--- src/lpcf_pkg.sv ---
// Shared constants, types and functions of the LPC cepstrum frame block.
// No dependencies.
package lpcf_pkg;

   localparam int FRAME_LEN   = 320;
   localparam int ORDER       = 12;
   localparam int SAMPLE_BITS = 16;

   localparam int SA_W   = $clog2(FRAME_LEN);
   localparam int IDX_W  = $clog2(ORDER + 1);
   localparam int CA_W   = IDX_W + 1;
   localparam int LAG_W  = 2 * SAMPLE_BITS + SA_W;
   localparam int SH_W   = $clog2(LAG_W);
   localparam int Q_FRAC = 28;
   localparam int R_W    = Q_FRAC;
   localparam int COEF_W = 32;
   localparam int ACC_W  = 64;
   localparam int CNT_W  = $clog2(ACC_W + 1);

   localparam logic [LAG_W-1:0]        NORM_LIMIT = LAG_W'(134217728);
   localparam logic [IDX_W-1:0]        ORDER_IDX  = IDX_W'(ORDER);
   localparam logic [SA_W-1:0]         FRAME_LAST = SA_W'(FRAME_LEN - 1);
   localparam logic [3:0]              LAST_INDEX = 4'(ORDER);
   localparam logic signed [ACC_W-1:0] MAX32      = 64'sd2147483647;
   localparam logic signed [ACC_W-1:0] MIN32      = -64'sd2147483648;

   typedef struct packed {
      logic [SA_W-1:0] addr_a;
      logic [SA_W-1:0] addr_b;
   } smp_rd_type;

   typedef struct packed {
      logic                     valid;
      logic signed [COEF_W-1:0] coeff;
      logic [3:0]               index;
      logic                     last;
      logic                     degenerate;
   } result_type;

   typedef struct packed {
      logic                    start;
      logic signed [ACC_W-1:0] dividend;
      logic [R_W-1:0]          divisor;
   } div_req_type;

   typedef struct packed {
      logic                    done;
      logic signed [ACC_W-1:0] quotient;
   } div_rsp_type;

   function automatic logic signed [COEF_W-1:0] sat32(input logic signed [ACC_W-1:0] v);
      logic signed [COEF_W-1:0] r;
      if (v > MAX32) begin
         r = MAX32[COEF_W-1:0];
      end else if (v < MIN32) begin
         r = MIN32[COEF_W-1:0];
      end else begin
         r = v[COEF_W-1:0];
      end
      return r;
   endfunction

endpackage

--- src/lpcf_div.sv ---
// Shared signed divider, one quotient bit per cycle, quotient truncated to zero.
// Depends on lpcf_pkg.
module lpcf_div import lpcf_pkg::*; (
   input  logic        clock,
   input  logic        reset,
   input  div_req_type req,
   output div_rsp_type rsp
);

   logic             busy_ff, busy_in;
   logic [CNT_W-1:0] cnt_ff, cnt_in;
   logic             neg_ff, neg_in;
   logic [R_W-1:0]   rem_ff, rem_in;
   logic [ACC_W-1:0] quo_ff, quo_in;
   logic [R_W-1:0]   dvs_ff, dvs_in;
   logic             done_ff, done_in;
   logic [ACC_W-1:0] res_ff, res_in;
   logic [R_W:0]     trial;
   logic             ge;

   always_comb begin
      busy_in = busy_ff;
      cnt_in  = cnt_ff;
      neg_in  = neg_ff;
      rem_in  = rem_ff;
      quo_in  = quo_ff;
      dvs_in  = dvs_ff;
      done_in = 1'b0;
      res_in  = res_ff;
      trial   = {rem_ff, quo_ff[ACC_W-1]};
      ge      = trial >= {1'b0, dvs_ff};
      if (req.start) begin
         busy_in = 1'b1;
         cnt_in  = '0;
         neg_in  = req.dividend[ACC_W-1];
         rem_in  = '0;
         quo_in  = req.dividend[ACC_W-1] ? -req.dividend : req.dividend;
         dvs_in  = req.divisor;
      end else if (busy_ff) begin
         rem_in = ge ? R_W'(trial - {1'b0, dvs_ff}) : trial[R_W-1:0];
         quo_in = {quo_ff[ACC_W-2:0], ge};
         cnt_in = cnt_ff + 1'b1;
         if (cnt_ff == CNT_W'(ACC_W - 1)) begin
            busy_in = 1'b0;
            done_in = 1'b1;
            res_in  = neg_ff ? -{quo_ff[ACC_W-2:0], ge} : {quo_ff[ACC_W-2:0], ge};
         end
      end
   end

   always_ff @(posedge clock) begin
      cnt_ff <= cnt_in;
      neg_ff <= neg_in;
      rem_ff <= rem_in;
      quo_ff <= quo_in;
      dvs_ff <= dvs_in;
      res_ff <= res_in;
      if (reset) begin
         busy_ff <= 1'b0;
         done_ff <= 1'b0;
      end else begin
         busy_ff <= busy_in;
         done_ff <= done_in;
      end
   end

   assign rsp.done     = done_ff;
   assign rsp.quotient = $signed(res_ff);

endmodule

--- config.mk ---
export PLATFORM = sky130hd
export DESIGN_NAME = lpcf_div
export DESIGN_NICKNAME = d
export VERILOG_FILES = /design/src/lpcf_pkg.sv /design/src/lpcf_div.sv
export SDC_FILE = /design/constraint.sdc
export NUM_CORES = 1
export LEC_CHECK = 0
export ABC_AREA = 1
export BUFFER_PORTS_ARGS = -buffer_cell sky130_fd_sc_hd__buf_2
export CAP_MARGIN = 20
export CORE_MARGIN = 4
export CORE_UTILIZATION = 30
export CTS_CLUSTER_SIZE = 12
export DETAILED_ROUTE_END_ITERATION = 7
export GPL_ROUTABILITY_DRIVEN = 0
export MAX_ROUTING_LAYER = met4
export PLACE_DENSITY = 0.59
export SLEW_MARGIN = 20
export SYNTH_ARGS = -nofsm -noshare
export SYNTH_HDL_FRONTEND = slang
export SYNTH_SLANG_ARGS = --single-unit
--- constraint.sdc ---
create_clock -name clock -period 5.4 [get_ports clock]
set_input_delay 0.54 -clock clock [delete_from_list [all_inputs] [get_ports clock]]
set_output_delay 0.54 -clock clock [all_outputs]
set_load 0.05 [all_outputs]
# Word-level counts from Yosys, hierarchy flattened
# Cells that the tools add are included.
# op_classes
add_sub_neg,4
order_cmp,1
n_eq_ne,1
muxes,9
bitwise,2
n_reduce_logical,3
# op_table
cell,count
$mux 64,4
$neg 64->64,2
$ge 29x28->1,1
$mux 28,1
$sub 28x28->28,1
$add 7x1->7 const B,1
$eq 7x6->1 const B,1
$mux 1,4
$reduce_and 3->1,1
$reduce_or 3->1,1
$not 1->1,2
$reduce_bool 2->1,1
# word_totals
reg_bits,194
input_bits,95
output_inout_bits,65

# Depth between registers and ports, before layout
# Gate-level depths: netlist of the first run.
# logic_depth
ltp_word,4
ltp_mapped,24
mapped_depth_nobuf,23

# Worst setup path after synthesis of the first run
# No wires, ideal clock.
# synth_timing
kind,input to register
from,input req[92] (netlist bit)
to,"register res_ff[0], enable pin"
arrival_ps,3650
t_required_ps,4914
setup_slack_ps,1264
cell_stages,4
cell_sequence,clkinv_1 > nand2_1 > clkbuf_1 > nor2_1
# synth_between
elab_chain_cells,2
# synth_lines
element,line,text
"start, declared",lpcf_div.sv:6,"input div_req_type req,"
$not 1->1 (no source line),--,
$reduce_and 3->1 (no source line),--,
"end signal, assigned",lpcf_div.sv:57,res_ff <= res_in;
"end, declared",lpcf_div.sv:17,"logic [ACC_W-1:0] res_ff, res_in;"
# No other way between the ends.
# A chain may end at the register's enable or synchronous reset.

# Final worst setup path of the first run
# layout_timing
from,register dvs_ff[20]
to,register res_ff[60] (data pin)
# layout_between
elab_chain_cells,3
# layout_lines
element,line,text
"start, declared",lpcf_div.sv:15,"logic [R_W-1:0] dvs_ff, dvs_in;"
"start signal, assigned",lpcf_div.sv:56,dvs_ff <= dvs_in;
$ge 29x28->1,lpcf_div.sv:31,"ge = trial >= {1'b0, dvs_ff};"
$neg 64->64,lpcf_div.sv:46,"res_in = neg_ff ? -{quo_ff[ACC_W-2:0], ge} : {quo_ff[ACC_W-2:0], ge};"
$mux 64,lpcf_div.sv:46,
# No other way between the ends.

==> results.cfg, run 1 <==
[timing]
slew_headroom_pct = 28.5
setup_tns_ns = 0
finalClockSkew_ns = 0.0139
finalCritPeriodShare_pct = 61.5
tightest_slew_ns = 1.07
setup_viol = 0
rsz0062_at_grt = false
fmax_mhz = 301
slew_viol_final = 0
finalHoldViolCount = 0
fin_crit_ns = 3.32

[synthesis]
synthCells = 1805
synth_compound_area_share_pct = 9.12
yosysUniqueCellTypes = 48
syn_avg_cell_area_um2 = 7.34
synth-xor-area-share_pct = 6.34
synth_most_common_cell = nand2_1
yosys_warnings = 0
yosys.area_share.simple_pct = 32.4
synth_adder_area_share_pct = 3.08
synth_edf_count = 157
synthArstFlopShare_pct = 0
yosysSeqAreaShare_pct = 41.2
synth_top_family_by_area = simple AND/OR/NAND/NOR gates
syn-num-nets = 1932
synth_top_area_share_pct = 35.6
ys_top_cells_by_area = edfxtp_1 (36%), nand2_1 (14%), nor2_1 (6.4%)
synth_area_um2 = 13300
synth_top_area_cell = edfxtp_1
synthMuxAreaShare_pct = 0
ys_ff_latch = 194
yosys-top-cells-count = nand2_1 (488), nor2_1 (225), inv_1 (217)
synthFlopType = edfxtp_1

[global_route]
overflow = 0
grt_use_total_pct = 17.9
antenna_found_initial = 0
grt_pass1_wl_mm = 64.6
first_global_vias = 11800
grt_max_degree = 70

[drt]
route.detailed.drc = 0
detail-route-antenna-nets = 0
first_pass_iters = 5
vias = 12400
avgViaCountPerCell = 4.86
routed_wl_mm = 41.8
avgRoutedWirePerCell_um = 16.4
drt_iter0_drc = 1217

[hold_path]
hold_class = input port to register
holdPathStages = 1
hold_end = dvs_ff[12]$_DFFE_PP_
hold_start = req[12]

[worst_setup_path]
timing.rr.start = dvs_ff[20]$_DFFE_PP_
cp-end-kind = register
worstRegToRegCells = 17
r2r_end = res_ff[60]$_DFFE_PP_
critPathLaunchType = register
cp_max_fo = 5
cp_data_arrival_time_ns = 3.51
r2r_slack_ns = 2.08
critPathKind = register to register
required_ns = 5.59

[clocking]
cts.repair.resized = 0
tritoncts = yes
ctsHoldBuffers = 0
htreeDepth = 4
cts.path.max_buffers = 2
clock-sinks = 194
insertion_delay_ns = 0.46
numCtsBuffers = 17
root_buffer = clkbuf_16
cts_setup_buffers = 0
clkTransAtPathRegs_ns = 0.07

[floorplan]
start_util_pct = 30.6
chipHeight_um = 218
die_w_um = 218
num_io_pins = 160
die-area_um2 = 47600
rows = 76
core-area_um2 = 43400

[layout]
fin_nets = 2076
syn_to_final_growth_pct = 14.9
post-route-util_pct = 35.1
drive_gt1_share_pct = 12.6
diodes = 0

[job]
maxCapViolCount = 0

[outcome]
status = finished, final reports clean

[pwr]
vdd_drop_max_mv = 0.168
p_leak_nw = 6.53
p_per_area_nw_per_um2 = 242

[placement]
portBuffers = 159
hpwl_mm = 33.7
[how the worst max path moves through the flow]
| stage | slack (ns) | startpoint | cells after the start | endpoint |
|---|---|---|---|---|
| detailed placement | 2.14 | dvs_ff[20]$_DFFE_PP_ | 17 | res_ff[60]$_DFFE_PP_ |
| global route | 1.83 | dvs_ff[20]$_DFFE_PP_ | 19 | res_ff[60]$_DFFE_PP_ |
| global placement | 2.23 | dvs_ff[20]$_DFFE_PP_ | 19 | res_ff[60]$_DFFE_PP_ |
| floorplan | 1.26 | req[92] | 4 | res_ff[0]$_DFFE_PP_ |
| CTS | 2.13 | dvs_ff[20]$_DFFE_PP_ | 17 | res_ff[60]$_DFFE_PP_ |
| finish | 2.08 | dvs_ff[20]$_DFFE_PP_ | 17 | res_ff[60]$_DFFE_PP_ |
[where the power goes]
group	leakage, nW	switching (mW)	internal [mW]
registers	1.81	0.0784	1.73
logic	4.44	0.424	0.190
clock network	0.279	0.605	0.654
total	6.53	1.11	2.58
[per-layer routing]
| layer | GRT usage [%] | wire, µm | up-vias |
|---|---|---|---|
| li1 | - | - | 6239 |
| met1 | 25.0 | 19800 | 5641 |
| met2 | 27.0 | 18400 | 432 |
| met3 | 2.32 | 2590 | 64 |
| met4 | 5.37 | 1090 | 0 |
| met5 | - | 0 | - |
[state kept, by name, indices dropped and copies added, names as in the netlist]
register	flops
rem_ff	28
done_ff	1
dvs_ff	28
neg_ff	1
busy_ff	1
res_ff	64
quo_ff	64
cnt_ff	7
[worst max-delay path: stages, from the launching register on]
cell	delay, ns
edfxtp_1	0.39
inv_1	0.08
ha_1	0.27
a21oi_1	0.24
and2_1	0.20
nand2_1	0.08
nand2_1	0.06
nand3_1	0.08
nor2_2	0.18
ha_1	0.19
nand2_1	0.12
nor2_2	0.21
inv_2	0.07
nor2_4	0.12
nand3_1	0.13
nor2_1	0.29
a41oi_1	0.18
xor2_1	0.17
[cells by family after synthesis]
kind of cell               Yosys count
AOI/OAI and AO/OA                  221
xor gates and xnor gates            96
adders and majority gates           32
buffers and inverters              268
DFF                                194
and+or+nand+nor                    994
[stage by stage]
step	area, µm²	hold slack, ns	total power [mW]	setup WS [ns]	cells
finish	15200	0.260	3.68	2.08	2547
global route	15200	0.244	3.86	1.83	2547
CTS	15200	0.233	3.71	2.13	2547
detailed placement	14700	0.460	2.45	2.14	2515
global placement	14700	0.460	2.44	2.23	2515
floorplan	13300	0.444	2.21	1.26	1805
[layout make-up]
class / instances / area, µm²
inverters: 225 / 845
well taps: 585 / 732
flip-flops and latches: 194 / 5460
clock buffers: 19 / 433
repair buffers: 168 / 866
multi-input cells: 1343 / 6750
clock inverters: 13 / 141
fillers: 4700 / 28100
[cells in the final DEF, fill, tap and decap left out, drive strengths merged, types with 31 or more instances in the layout]
cell,netlist,layout
dfxtp,37,37
xor2,76,76
ha,31,31
a21oi,55,55
nor3,38,38
edfxtp,157,157
buf,17,168
nand3,144,144
nor2,238,238
inv,223,230
o21ai,132,132
nand4,47,47
nand2,495,495
Note: power is estimated with default switching activity, not from simulation.
==> inputs of run 2 (changes only) <==
--- a/config.mk
+++ b/config.mk
@@ -14,7 +14,7 @@
 export DETAILED_ROUTE_END_ITERATION = 7
 export GPL_ROUTABILITY_DRIVEN = 0
 export MAX_ROUTING_LAYER = met4
-export PLACE_DENSITY = 0.59
+export PLACE_DENSITY = 0.6
 export SLEW_MARGIN = 20
 export SYNTH_ARGS = -nofsm -noshare
 export SYNTH_HDL_FRONTEND = slang
==> constraint.sdc (replaced) <==
create_clock -name clock -period 3 [get_ports clock]
set_input_delay 0.3 -clock clock [delete_from_list [all_inputs] [get_ports clock]]
set_output_delay 0.3 -clock clock [all_outputs]
set_load 0.05 [all_outputs]
==> run 2 against run 1 <==
Setup slack worse by 2.0 ns. Die area unchanged. Critical endpoint is now res_ff[16]$_DFFE_PP_. Via count up 5.5%. Clock-buffer cell count down 2. Routed wire length up 4.2%. Worst hold slack worse by 0.23 ns. Global-route usage up 0.37 points. Combinational power up 110%. Largest power group unchanged. First-iteration DRC count up 32%. Sequential share of layout area down 2.8 points. Maximum frequency up 13%.
==> results.cfg, run 2 (synthesis results as in run 1) <==
[drt]
routed_wl_mm = 43.6
vias = 13100
drt_iter0_drc = 1603
avgRoutedWirePerCell_um = 16.5
avgViaCountPerCell = 4.95
route.detailed.drc = 0
first_pass_iters = 5
detail-route-antenna-nets = 0

[job]
maxCapViolCount = 0

[hold_path]
hold_end = dvs_ff[21]$_DFFE_PP_
hold_start = req[21]
holdPathStages = 1
hold_class = input port to register

[timing]
fin_crit_ns = 2.94
setup_tns_ns = 0
slew_headroom_pct = 52.0
fin_ws_ns = 0.0607
rsz0062_at_grt = true
fmax_mhz = 340
slew_viol_final = 0
finalCritPeriodShare_pct = 98.0
finalClockSkew_ns = 0.0107
tightest_slew_ns = 0.719
setup_viol = 0
hold_slack_ns = 0.0350
finalHoldViolCount = 0

[outcome]
status = finished, final reports clean

[global_route]
overflow = 0
antenna_found_initial = 0
grt_pass1_wl_mm = 65.8
grt_use_total_pct = 18.2
first_global_vias = 12200
grt_max_degree = 75

[worst_setup_path]
r2r_slack_ns = 0.06
cp_max_fo = 4
cp-end-kind = register
critPathLaunchType = register
crit_slowest_cell = edfxtp_1
critPathKind = register to register
r2r_end = res_ff[16]$_DFFE_PP_
path_cells = inv_2 > ha_4 > nand2_2 > buf_4 > nor2_2 > nand2_1 > nor2_2 > inv_2 > a21oi_2 > nor2_4 > ha_4 > nand2_4 > nor2_4 > buf_4 > buf_4 > nand4_1 > buf_4 > nand2_1 > xor2_1 > buf_4
crit_top_cell = buf_4
cp_data_arrival_time_ns = 3.28
worstRegToRegCells = 20
cpPeakStageDelay_ns = 0.34
crit_family = simple AND/OR/NAND/NOR gates
timing.rr.start = dvs_ff[16]$_DFFE_PP_
required_ns = 3.34
crit_buf_inv = 7

[placement]
placed_area_um2 = 15200
dp_slack_ns = -0.0651
hpwl_mm = 34.6
dp_cells = 2581
portBuffers = 159

[layout]
syn_to_final_growth_pct = 24.7
post-route-util_pct = 38.1
mostFrequentLayoutCell = nand2_1
fin_nets = 2169
diodes = 0
final_cell_mix = nand2_1 (459), nor2_1 (220), inv_1 (203), buf_2 (158), edfxtp_1 (157)
instances_no_fill = 2640
fillers = 4543
reg.largest.list = quo_ff (64), res_ff (64)
final_cell_area_um2 = 16500
drive_gt1_share_pct = 19.9

[clocking]
cts.path.max_buffers = 2
numCtsBuffers = 17
root_buffer = clkbuf_16
htreeDepth = 4
clkTransAtPathRegs_ns = 0.07
insertion_delay_ns = 0.47
clock-sinks = 194
tritoncts = yes

[floorplan]
num_io_pins = 160
chipHeight_um = 218
rows = 76
die_w_um = 218
die-area_um2 = 47600
start_util_pct = 30.6
core-area_um2 = 43400

[pwr]
vdd_drop_max_mv = 0.399
totalPowerFinal_mw = 6.75
p_leak_nw = 7.00
p_per_area_nw_per_um2 = 409
-- run 2: cell types whose count changed in the layout (fill, tap and decap cells not counted), sizes merged --
cell         previous run  this run
clkbuf                 19        17
buf                   168       241
dlygate4sd3             0        20
clkinv                  6         7
clkinvlp                1         3
bufinv                  1         0
-- run 2: worst reg2reg max path: cells and delay by family (launching register included) --
| kind | cells | cell delay [ns] |
|---|---|---|
| and+or+nand+nor | 9 | 0.79 |
| buffers and inverters | 7 | 0.76 |
| adders and majority gates | 2 | 0.47 |
| DFF | 1 | 0.34 |
| xor gates and xnor gates | 1 | 0.30 |
| AOI/OAI and AO/OA | 1 | 0.18 |
-- run 2: what timing repair did --
action,in CTS,in global routing
pin swaps,4,25
cloned,0,0
hold buffers,20,0
endpoints found under the setup margin,16,26
resized for setup,11,88
hold endpoints to repair,20,0
setup buffers,0,7
-- run 2: how the worst max path moves through the flow --
stage                         startpoint                   end  cells after the start
finish              dvs_ff[16]$_DFFE_PP_  res_ff[16]$_DFFE_PP_                     20
global route        dvs_ff[26]$_DFFE_PP_  res_ff[46]$_DFFE_PP_                     21
CTS                 dvs_ff[20]$_DFFE_PP_  res_ff[60]$_DFFE_PP_                     20
detailed placement  dvs_ff[20]$_DFFE_PP_  res_ff[60]$_DFFE_PP_                     18
global placement    dvs_ff[20]$_DFFE_PP_  res_ff[60]$_DFFE_PP_                     18
floorplan             busy_ff$_SDFF_PP0_   res_ff[0]$_DFFE_PP_                      4
-- run 2: layout make-up --
| class | instances | area (µm²) | area share (%) |
|---|---|---|---|
| Multi-Input combinational cell | 1343 | 7260 | 43.9 |
| Sequential cell | 194 | 5460 | 33.0 |
| Timing Repair Buffer | 261 | 1660 | 10.1 |
| Inverter | 225 | 845 | 5.11 |
| Tap cell | 585 | 732 | 4.43 |
| Clock buffer | 17 | 425 | 2.57 |
| Clock inverter | 15 | 143 | 0.863 |
-- run 2: routing by layer --
layer	wire (µm)	share of wire [%]	GRT usage, %
met2	19500	45	27.6
met5	0	0	-
met1	19600	45	25.0
met3	3250	7.5	2.63
met4	1270	2.9	6.36
-- run 2: power by group --
part / internal (mW) / switching (mW) / total, mW / leakage [nW]
Combinational: 0.451 / 0.819 / 1.27 / 4.91
Sequential: 3.11 / 0.147 / 3.26 / 1.81
Clock: 1.10 / 1.12 / 2.22 / 0.272
Total: 4.66 / 2.09 / 6.75 / 7.00
==> inputs of run 3 (changes only) <==
--- a/config.mk
+++ b/config.mk
@@ -10,6 +10,7 @@
 export CAP_MARGIN = 20
 export CORE_MARGIN = 4
 export CORE_UTILIZATION = 30
+export CTS_BUF_LIST = sky130_fd_sc_hd__clkbuf_2 sky130_fd_sc_hd__clkbuf_4 sky130_fd_sc_hd__clkbuf_8
 export CTS_CLUSTER_SIZE = 12
 export DETAILED_ROUTE_END_ITERATION = 7
 export GPL_ROUTABILITY_DRIVEN = 0
==> run 3 against run 2 <==
Maximum frequency is 0.84% higher. Critical endpoint unchanged. Routed wire length up 1.6%. Total power down 8.0%. Largest power group unchanged.
==> results.cfg, run 3 (synthesis results as in run 1) <==
[placement]
portBuffers = 159
placed_area_um2 = 15200
dp_cells = 2581
hpwl_mm = 34.6

[clocking]
numCtsBuffers = 17
root_buffer = clkbuf_8
clock-sinks = 194
cts.path.max_buffers = 2
insertion_delay_ns = 0.52
htreeDepth = 4
tritoncts = yes
clkTransAtPathRegs_ns = 0.10

[global_route]
grt_pass1_wl_mm = 66.2
first_global_vias = 12300
antenna_found_initial = 0
overflow = 0
grt_use_total_pct = 18.3
grt_max_degree = 75

[floorplan]
core-area_um2 = 43400
die-area_um2 = 47600
chipHeight_um = 218
start_util_pct = 30.6
num_io_pins = 160
rows = 76
die_w_um = 218

[layout]
diodes = 0
final_cell_area_um2 = 16600
reg.largest.list = quo_ff (64), res_ff (64)
final_cell_mix = nand2_1 (455), nor2_1 (222), inv_1 (201), buf_2 (158), edfxtp_1 (157)
fin_nets = 2185
drive_gt1_share_pct = 20.3
mostFrequentLayoutCell = nand2_1
instances_no_fill = 2656
post-route-util_pct = 38.2
syn_to_final_growth_pct = 24.9

[pwr]
clkPwrFrac_pct = 26.7
vdd_drop_max_mv = 0.272
p_sw_mw = 2.02
switching_share_pct = 32.5
intPower_mw = 4.19
p_leak_nw = 6.99
pwr-share-seq_pct = 52.5
p_per_area_nw_per_um2 = 375
combinationalPowerShare_pct = 20.8

[worst_setup_path]
crit_buf_inv = 5
cp_data_arrival_time_ns = 3.31
crit_top_cell = buf_4
required_ns = 3.39
cp_max_fo = 4
crit_family = simple AND/OR/NAND/NOR gates
path_cells = inv_2 > ha_4 > nand2_4 > nor2_1 > nand2_1 > nor2_2 > inv_2 > a21oi_2 > nor2_4 > ha_4 > nand2_4 > nor2_4 > buf_4 > nand4_1 > buf_4 > nand2_1 > xor2_1 > buf_4
cp-end-kind = register
critPathKind = register to register
cpPeakStageDelay_ns = 0.36
crit_slowest_cell = edfxtp_1
critPathLaunchType = register

[timing]
finalCritPeriodShare_pct = 97.2
rsz0062_at_grt = true
slew_headroom_pct = 51.0
tightest_slew_ns = 0.735
fmax_mhz = 343
slew_viol_final = 0
fin_crit_ns = 2.91
finalClockSkew_ns = 0.0165
setup_viol = 0
finalHoldViolCount = 0
setup_tns_ns = 0

[job]
maxCapViolCount = 0

[drt]
avgRoutedWirePerCell_um = 16.7
highest_layer = met4
dr_wl_met2_mm = 19.7
wl_met1_mm = 20.1
vias = 13200
route.detailed.drc = 0
first_pass_iters = 7
avgViaCountPerCell = 4.96
wl_met3_mm = 3.08
routed_wl_mm = 44.3
detail-route-antenna-nets = 0
drt_iter0_drc = 1495

[hold_path]
hold_class = input port to register

[outcome]
status = finished, final reports clean
[run 3: area by class of cell]
cell class	count	area (µm²)
clock inverter	15	143
sequential	194	5460
tap	585	732
multi-input combinational	1343	7320
clock buffer	17	234
fill	4549	26800
timing repair buffer	277	1830
inverter	225	845
[run 3: final timing paths]
kind | startpoint | end | slack (ns) | cells after the start
setup / recovery | dvs_ff[20]$_DFFE_PP_ | res_ff[16]$_DFFE_PP_ | 0.09 | 18
hold / removal | req[28] | quo_ff[0]$_DFFE_PP_ | 0.16 | 3
setup reg to reg | dvs_ff[20]$_DFFE_PP_ | res_ff[16]$_DFFE_PP_ | 0.09 | 18
hold reg to reg | rem_ff[4]$_SDFFE_PP0P_ | rem_ff[4]$_SDFFE_PP0P_ | 0.48 | 2
[run 3: metrics by stage]
step | setup WS [ns] | power, mW | hold slack, ns
2_1_floorplan | 0.0261 | 3.98 | 0.369
5_1_grt | -0.105 | 6.52 | 0.144
4_1_cts | 0.00115 | 6.21 | 0.103
6_report | 0.0853 | 6.21 | 0.164
3_5_place_dp | -0.0651 | 4.48 | 0.458
3_3_place_gp | -0.0282 | 4.46 | 0.460
[run 3: timing repair]
action,4_1_cts,5_1_grt
setup endpoints to repair,16,41
hold endpoints to repair,30,0
setup buffers,7,6
hold buffers,29,0
pin swaps,22,25
gates resized for setup,46,63
cloned,0,1
[run 3: metal layers]
layer,up-vias,track usage [%]
met5,-,-
met2,550,28.1
met4,0,6.64
li1,6447,-
met3,94,2.25
met1,6095,25.0
[run 3: power groups by stage]
stage,Sequential (mW),Clock (mW),Combinational (mW)
finish,3.26,1.66,1.29
global route,3.28,1.81,1.43
CTS,3.25,1.72,1.24
detailed placement,3.31,0,1.17
global placement,3.31,0,1.15
floorplan,3.25,0,0.731
[run 3: worst min-delay path, delay by kind of cell]
family | cells | cell delay, ns
buf+inv | 1 | 0.12
simple gates | 1 | 0.07
compound gates | 1 | 0.07
